<file path="config.mk">
export PLATFORM = sky130hd
export DESIGN_NAME = fixed_block_free_list_allocator
export DESIGN_NICKNAME = d
export VERILOG_FILES = /design/src/sv/fbfla_pkg.sv /design/src/sv/fbfla_link_mem.sv /design/src/sv/fixed_block_free_list_allocator.sv
export SDC_FILE = /design/constraint.sdc
export NUM_CORES = 2
export LEC_CHECK = 0
export ABC_CLOCK_PERIOD_IN_PS = 7000
export BUFFER_PORTS_ARGS = -buffer_cell sky130_fd_sc_hd__buf_2
export CAP_MARGIN = 20
export CELL_PAD_IN_SITES_DETAIL_PLACEMENT = 0
export CELL_PAD_IN_SITES_GLOBAL_PLACEMENT = 2
export CORE_ASPECT_RATIO = 0.75
export CORE_UTILIZATION = 46
export DETAILED_ROUTE_END_ITERATION = 8
export PLACE_DENSITY_LB_ADDON = 0.1
export SLEW_MARGIN = 20
export SYNTH_ARGS = -nofsm -noshare
export SYNTH_HDL_FRONTEND = slang
export SYNTH_SLANG_ARGS = --single-unit
</file>
<file path="constraint.sdc">
create_clock -name clk_i -period 7 [get_ports clk_i]
set_input_delay 0.7 -clock clk_i [delete_from_list [all_inputs] [get_ports clk_i]]
set_output_delay 0.7 -clock clk_i [all_outputs]
set_load 0.01 [all_outputs]
</file>
<file path="src/sv/fbfla_pkg.sv">
// ----------------------------------------------------------------------------
// fbfla_pkg
// Widths, codes and helpers of the fixed block free list allocator.
// ----------------------------------------------------------------------------
package fbfla_pkg;

  localparam int unsigned MaxBlocksDef = 256;
  localparam int unsigned PoolLimit    = 256;  // hard cap on pool size
  localparam int unsigned AlignLog2    = 3;    // 8 byte alignment

  localparam int unsigned BlockSizeW = 17;
  localparam int unsigned CountW     = 9;
  localparam int unsigned IndexW     = 8;
  localparam int unsigned OffsetW    = 24;
  localparam int unsigned ErrW       = 2;
  localparam int unsigned CfgIdxW    = 1;
  localparam int unsigned CfgDataW   = 17;
  localparam int unsigned AsizeW     = BlockSizeW + 1;

  localparam logic [BlockSizeW-1:0] BlockSizeRst = BlockSizeW'(64);

  // opcodes
  localparam logic OpAlloc   = 1'b0;
  localparam logic OpRelease = 1'b1;

  // error codes
  localparam logic [ErrW-1:0] ErrNone  = 2'd0;
  localparam logic [ErrW-1:0] ErrEmpty = 2'd1;
  localparam logic [ErrW-1:0] ErrFull  = 2'd2;

  // register indexes
  localparam logic [CfgIdxW-1:0] CfgBlockSize  = 1'b0;
  localparam logic [CfgIdxW-1:0] CfgBlockCount = 1'b1;

  // link memory access
  typedef struct packed {
    logic              we;
    logic [IndexW-1:0] waddr;
    logic [IndexW-1:0] wdata;
    logic              re;
    logic [IndexW-1:0] raddr;
  } link_req_t;

  // round a byte size up to the alignment
  function automatic logic [AsizeW-1:0] align_size(input logic [BlockSizeW-1:0] s);
    logic [AsizeW-1:0] mask;
    logic [AsizeW-1:0] sum;
    mask = AsizeW'((1 << AlignLog2) - 1);
    sum  = AsizeW'(s) + mask;
    return sum & ~mask;
  endfunction

endpackage

</file>
<file path="src/sv/fbfla_link_mem.sv">
// ----------------------------------------------------------------------------
// fbfla_link_mem
// Free list link store: one write port, one registered read port, valid bits
// so that an entry never written reads as its own index plus one.
// ----------------------------------------------------------------------------
module fbfla_link_mem #(
  parameter int unsigned Depth = fbfla_pkg::MaxBlocksDef
) (
  input  logic                      clk_i,
  input  logic                      rst_ni,
  input  logic                      clr_i,
  input  fbfla_pkg::link_req_t      req_i,
  output logic [fbfla_pkg::IndexW-1:0] rdata_o
);
  import fbfla_pkg::*;

  localparam int unsigned AW = $clog2(Depth);

  logic [AW-1:0]    mem [Depth];
  logic [Depth-1:0] vld_q;
  logic [AW-1:0]    rd_q;
  logic [AW-1:0]    rdef_q;
  logic             rvld_q;
  logic [AW-1:0]    waddr;
  logic [AW-1:0]    raddr;

  assign waddr = req_i.waddr[AW-1:0];
  assign raddr = req_i.raddr[AW-1:0];

  always_ff @(posedge clk_i) begin
    if (req_i.we) begin
      mem[waddr] <= req_i.wdata[AW-1:0];
    end
    if (req_i.re) begin
      rd_q   <= mem[raddr];
      rvld_q <= vld_q[raddr];
      rdef_q <= raddr + AW'(1);
    end
  end

  always_ff @(posedge clk_i or negedge rst_ni) begin
    if (!rst_ni) begin
      vld_q <= '0;
    end else if (clr_i) begin
      vld_q <= '0;
    end else if (req_i.we) begin
      vld_q[waddr] <= 1'b1;
    end
  end

  // unwritten entries hold the initial chain value
  assign rdata_o = IndexW'(rvld_q ? rd_q : rdef_q);

endmodule

</file>
<file path="src/sv/fixed_block_free_list_allocator.sv">
// ----------------------------------------------------------------------------
// fixed_block_free_list_allocator
// LIFO free list allocator over a pool of equal size blocks.
// ----------------------------------------------------------------------------
// Usage:
//   Command channel: an item (opcode_i, block_index_i) is taken on a clock
//   edge with start_i high and busy_o low. busy_o stays low, so a new item
//   can be issued every cycle.
//   Result: in the cycle after the item is taken, done_o pulses for one cycle
//   with ok_o, granted_index_o, granted_offset_o, free_count_o, error_o.
//   Throughput 1 item per cycle. The next free block is
//   prefetched from the link memory (its read port is registered); a pop that
//   follows a pop uses that read data directly, a push supplies the old
//   head as the next entry without a read.
//   Config channel: cfg_valid_i/cfg_ready_o with cfg_index_i, cfg_data_i.
//   Index 0 is the block size register, index 1 is block_count; writing
//   block_count rebuilds the pool (chain 0,1,2..., head 0, all blocks free).
//   cfg_ready_o is low while start_i is high, so a write never shares an
//   edge with an item. Write it only while no result is outstanding.
//   Reset: block size 64, pool of min(256, MAX_BLOCKS) free blocks.
//   The receiver cannot stall: each result is shown for exactly one cycle.
// ----------------------------------------------------------------------------
module fixed_block_free_list_allocator #(
  parameter int unsigned MAX_BLOCKS = fbfla_pkg::MaxBlocksDef
) (
  input  logic                            clk_i,
  input  logic                            rst_ni,
  // command channel
  input  logic                            start_i,
  output logic                            busy_o,
  input  logic                            opcode_i,
  input  logic [fbfla_pkg::IndexW-1:0]    block_index_i,
  // result channel
  output logic                            done_o,
  output logic                            ok_o,
  output logic [fbfla_pkg::IndexW-1:0]    granted_index_o,
  output logic [fbfla_pkg::OffsetW-1:0]   granted_offset_o,
  output logic [fbfla_pkg::CountW-1:0]    free_count_o,
  output logic [fbfla_pkg::ErrW-1:0]      error_o,
  // config channel
  input  logic                            cfg_valid_i,
  output logic                            cfg_ready_o,
  input  logic [fbfla_pkg::CfgIdxW-1:0]   cfg_index_i,
  input  logic [fbfla_pkg::CfgDataW-1:0]  cfg_data_i
);
  import fbfla_pkg::*;

  // effective pool depth
  localparam int unsigned Depth = (MAX_BLOCKS < PoolLimit) ? MAX_BLOCKS : PoolLimit;
  localparam int unsigned IdxW  = $clog2(Depth);
  localparam int unsigned ProdW = IdxW + AsizeW;
  localparam logic [CountW-1:0] PoolMax = CountW'(Depth);

  logic [AsizeW-1:0] asize_q;    // aligned block size
  logic [CountW-1:0] pool_q;     // pool size in use
  logic [CountW-1:0] free_q, free_d;
  logic [IdxW-1:0]   head_q, head_d;
  logic [IdxW-1:0]   next_q, next_d;
  logic              pend_q, pend_d;  // next head arrives from link memory
  logic [IdxW-1:0]   next_cur;

  logic              done_q;
  logic              ok_q, ok_d;
  logic [IndexW-1:0] gidx_q, gidx_d;
  logic [OffsetW-1:0] goff_q, goff_d;
  logic [CountW-1:0] fcnt_q;
  logic [ErrW-1:0]   err_q, err_d;

  logic              accept;
  logic              cfg_we;
  logic              rebuild;
  logic [CountW-1:0] pool_new;
  logic [ProdW-1:0]  prod;
  link_req_t         link_req;
  logic [IndexW-1:0] link_rdata;

  assign busy_o      = 1'b0;
  // config waits for a cycle without an item
  assign cfg_ready_o = ~start_i;
  assign accept      = start_i & ~busy_o;
  assign cfg_we      = cfg_valid_i & cfg_ready_o;
  assign rebuild     = cfg_we && (cfg_index_i == CfgBlockCount);

  // clamp requested count to the pool depth
  assign pool_new = (cfg_data_i[CountW-1:0] > PoolMax) ? PoolMax : cfg_data_i[CountW-1:0];

  // offset of the block at the head
  assign prod = ProdW'(head_q) * ProdW'(asize_q);

  fbfla_link_mem #(
    .Depth (Depth)
  ) u_link_mem (
    .clk_i   (clk_i),
    .rst_ni  (rst_ni),
    .clr_i   (rebuild),
    .req_i   (link_req),
    .rdata_o (link_rdata)
  );

  always_comb begin
    next_cur = pend_q ? link_rdata[IdxW-1:0] : next_q;
    head_d   = head_q;
    next_d   = next_cur;
    pend_d   = 1'b0;
    free_d   = free_q;
    ok_d     = 1'b0;
    err_d    = ErrNone;
    gidx_d   = '0;
    goff_d   = '0;
    link_req = '0;

    if (rebuild) begin
      head_d = '0;
      next_d = IdxW'(1);
      free_d = pool_new;
    end else if (accept) begin
      if (opcode_i == OpAlloc) begin
        if (free_q == '0) begin
          err_d = ErrEmpty;
        end else begin
          // pop head, fetch the link of the new head
          ok_d           = 1'b1;
          gidx_d         = IndexW'(head_q);
          goff_d         = OffsetW'(prod);
          head_d         = next_cur;
          link_req.re    = 1'b1;
          link_req.raddr = IndexW'(next_cur);
          pend_d         = 1'b1;
          free_d         = free_q - CountW'(1);
        end
      end else begin
        if ((free_q >= pool_q) || (CountW'(block_index_i) >= pool_q)) begin
          err_d = ErrFull;
        end else begin
          // push: link the old head behind the released block
          ok_d           = 1'b1;
          link_req.we    = 1'b1;
          link_req.waddr = block_index_i;
          link_req.wdata = IndexW'(head_q);
          head_d         = block_index_i[IdxW-1:0];
          next_d         = head_q;
          free_d         = free_q + CountW'(1);
        end
      end
    end
  end

  always_ff @(posedge clk_i or negedge rst_ni) begin
    if (!rst_ni) begin
      asize_q <= align_size(BlockSizeRst);
      pool_q  <= PoolMax;
      free_q  <= PoolMax;
      head_q  <= '0;
      next_q  <= IdxW'(1);
      pend_q  <= 1'b0;
      done_q  <= 1'b0;
    end else begin
      if (cfg_we && (cfg_index_i == CfgBlockSize)) begin
        asize_q <= align_size(cfg_data_i[BlockSizeW-1:0]);
      end
      if (rebuild) begin
        pool_q <= pool_new;
      end
      free_q <= free_d;
      head_q <= head_d;
      next_q <= next_d;
      pend_q <= pend_d;
      done_q <= accept & ~rebuild;
    end
  end

  // result payload
  always_ff @(posedge clk_i) begin
    ok_q   <= ok_d;
    gidx_q <= gidx_d;
    goff_q <= goff_d;
    fcnt_q <= free_d;
    err_q  <= err_d;
  end

  assign done_o           = done_q;
  assign ok_o             = ok_q;
  assign granted_index_o  = gidx_q;
  assign granted_offset_o = goff_q;
  assign free_count_o     = fcnt_q;
  assign error_o          = err_q;

endmodule

</file>
==> impl_metrics.toml <==
[timing]
rsz0062_at_grt = "false"
final-setup-viol-count = 0
holdWs_ns = 0.04443
setup_slack_ns = 1.414
slew-limit-headroom = 0.1910
max_freq_ghz = 0.1790
hold_viol = 0
period_needed_ns = 5.586
skew_ns = 0.07540
min_period_over_period = 0.7979
tns_ns = 0
worst_pin_slew_ns = 1.209
report.final.slew_viol_count = 0

[global_routing]
grt_pass1_vias = 63770
grt_pass1_wl_mm = 485.8
overflow = 0
grt_start_max_net_pins = 165
grt.total_usage = 0.3020
antenna_found_initial = 30

[placed_design]
gp_congestion = 0.8380
hpwl_mm = 207.4
pre_cts_slack_ns = 1.096
portBuffers = 73

[logic_synthesis]
synth_top_area_frac = 0.6080
syn_inst = 7649
ys_ff_latch = 2413
async_flop_share = 0.1272
synth_top_area_cell = "edfxtp_1"
ys.flop_type = "edfxtp_1"
seq_area_frac_synth = 0.6914
synth_edf_count = 2065
synth_area_leaders = "edfxtp_1 61%, dfrtp_1 7.4%, nand2_1 4.2%"
synth_common_cells = "2065 x edfxtp_1, 1130 x nand2_1, 542 x o21ai_0, 396 x nor2_1, 338 x nand3_1"
syn_area_um2 = 102000
syn_area_per_cell_um2 = 13.33
yosysWarnings = 0
synth_cell_type_count = 94
yosys.cell_count.top_type = "edfxtp_1"

[route]
firstDrtPassIters = 6
via_per_inst = 6.254
via_count = 67130
wirelength_mm = 342.4
wl_met2_mm = 145.6
drt_iter0_markers = 8530
drc = 0
highest_layer = "met5"
drt-met1-wl_mm = 155.6
ant_nets = 0
wl_met3_mm = 31.79
wl_per_cell_um = 31.90

[run_status]
outcome = "finished, final reports clean"

[cts]
cts_buffer_depth = 4
ctsResizeCount = 0
clkLatencyLatePin_ns = 0.93
cts_buffers = 241
clk_pin_slew_ns = 0.06
post_cts_buffers = 0
cts-root-buf = "clkbuf_16"
cts_tree = "yes"
holdBufCountCts = 1
clock_sinks = 2413
cts_max_level = 4

[die]
die_h_um = 409.8
die-area_um2 = 223600
num_rows = 149
die_width_um = 545.7
coreArea_um2 = 220200
io_pins = 78
initial_core_util = 0.4632

[critical_path]
endpoint_kind = "flip-flop"
worst_ep_required_time_ns = 7.75
critical_path_class = "reg2reg"
cp_max_fo = 18
startpoint_type = "flip-flop"
crit_arrival_ns = 6.33

[cells_and_area]
fillerInstances = 18760
syn_to_final_growth_pct = 11.05
fin_nets = 7769
drive_gt1_frac = 0.1149

[power]
p_per_area_nw_per_um2 = 309.4
peakVddDrop_mv = 0.3032
power.leakage_uw = 0.04006

[flow_run]
drv_cap = 0

[min_path]
holdCritPathClass = "in2reg"
[area by class of cell]
| class | instances | area, um^2 | area share |
|---|---|---|---|
| Sequential cell | 2413 | 70520 | 0.6227 |
| Multi-Input combinational cell | 4549 | 28550 | 0.2521 |
| Clock buffer | 313 | 6496 | 0.05736 |
| Tap cell | 2944 | 3684 | 0.03252 |
| Timing Repair Buffer | 291 | 2665 | 0.02353 |
| Clock inverter | 113 | 898.4 | 0.007932 |
| Inverter | 109 | 437.9 | 0.003867 |
| Antenna cell | 2 | 5.005 | 0.00004419 |
[flip-flops by register name, indices dropped and copies added (netlist names)]
register / cells
free_q: 9
granted_offset_o: 21
u_link_mem.rdef_q: 8
pool_q: 9
free_count_o: 9
granted_index_o: 8
asize_q: 15
head_q: 8
u_link_mem.vld_q: 256
ok_o: 1
u_link_mem.mem: 2048
u_link_mem.rd_q: 8
u_link_mem.rvld_q: 1
done_o: 1
error_o: 2
next_q: 8
pend_q: 1
[kinds of logic (layout without fill, tap and decap cells)]
logic type,after synthesis,after routing,synth area share
buffers and inverters,690,826,0.03169
adders and majority gates,133,133,0.02198
AOI/OAI and AO/OA,1717,1717,0.1094
xor gates and xnor gates,36,36,0.003092
muxes,453,453,0.04847
DFF,2413,2413,0.6914
other,1,6,0.00003677
and+or+nand+nor,2206,2206,0.09390
[routing by layer]
layer | vias up | track usage
met4 | 22 | 0.07879
met2 | 3217 | 0.4337
met3 | 493 | 0.05768
met1 | 34690 | 0.4671
li1 | 28710 | -
met5 | - | 0
[path summary, 6_finish.rpt]
path                                  startpoint               endpoint  slack [ns]  depth (start not counted)
setup / recovery                       head_q[2]   granted_offset_o[23]        1.41                         16
hold / removal                           start_i                 done_o        0.04                          1
setup reg to reg                       head_q[2]   granted_offset_o[23]        1.41                         16
hold reg to reg            u_link_mem.vld_q[239]  u_link_mem.vld_q[239]        0.47                          2
max in group asynchronous                 rst_ni                 pend_q        5.11                          3
min in group asynchronous                 rst_ni            asize_q[17]        0.42                          2
[where the power goes]
part           switching [uW]  internal [uW]  total [uW]
combinational            4360           2220        6580
clock                    5540           6990       12500
sequential                197          15700       15900
total                   10100          24900       35000
[critical path: stages, from the launching register on]
cell     delay, ns
dfrtp_1       0.76
nand2_1       0.17
fa_1          0.47
fa_1          0.50
inv_1         0.06
fa_1          0.53
inv_1         0.05
fa_1          0.50
inv_1         0.05
ha_1          0.34
a21o_1        0.18
a31o_2        0.22
a41o_1        0.26
o41ai_1       0.79
o21ai_0       0.33
mux2i_1       0.21
nand2_1       0.06
[metrics by stage]
step	utilization	cell area, um^2	cells	total power, uW
detailed placement	0.4807	105800	10300	22770
CTS	0.5143	113200	10730	35170
global route	0.5144	113300	10730	36250
global placement	0.4806	105800	10300	22780
finish	0.5144	113300	10730	35040
floorplan	-	102000	7652	20460
[layout by cell type, fill, tap and decap left out, drive strengths merged, types with 96 or more instances in the layout]
master,n
inv,110
and2,96
a31oi,150
and3,96
o221ai,154
o21ai,552
edfxtp,2065
buf,290
mux2i,258
nor2,403
nand3,339
dfrtp,303
clkbuf,313
nand2,1135
mux2,184
a21oi,295
Power figures use the tool's default switching activity.
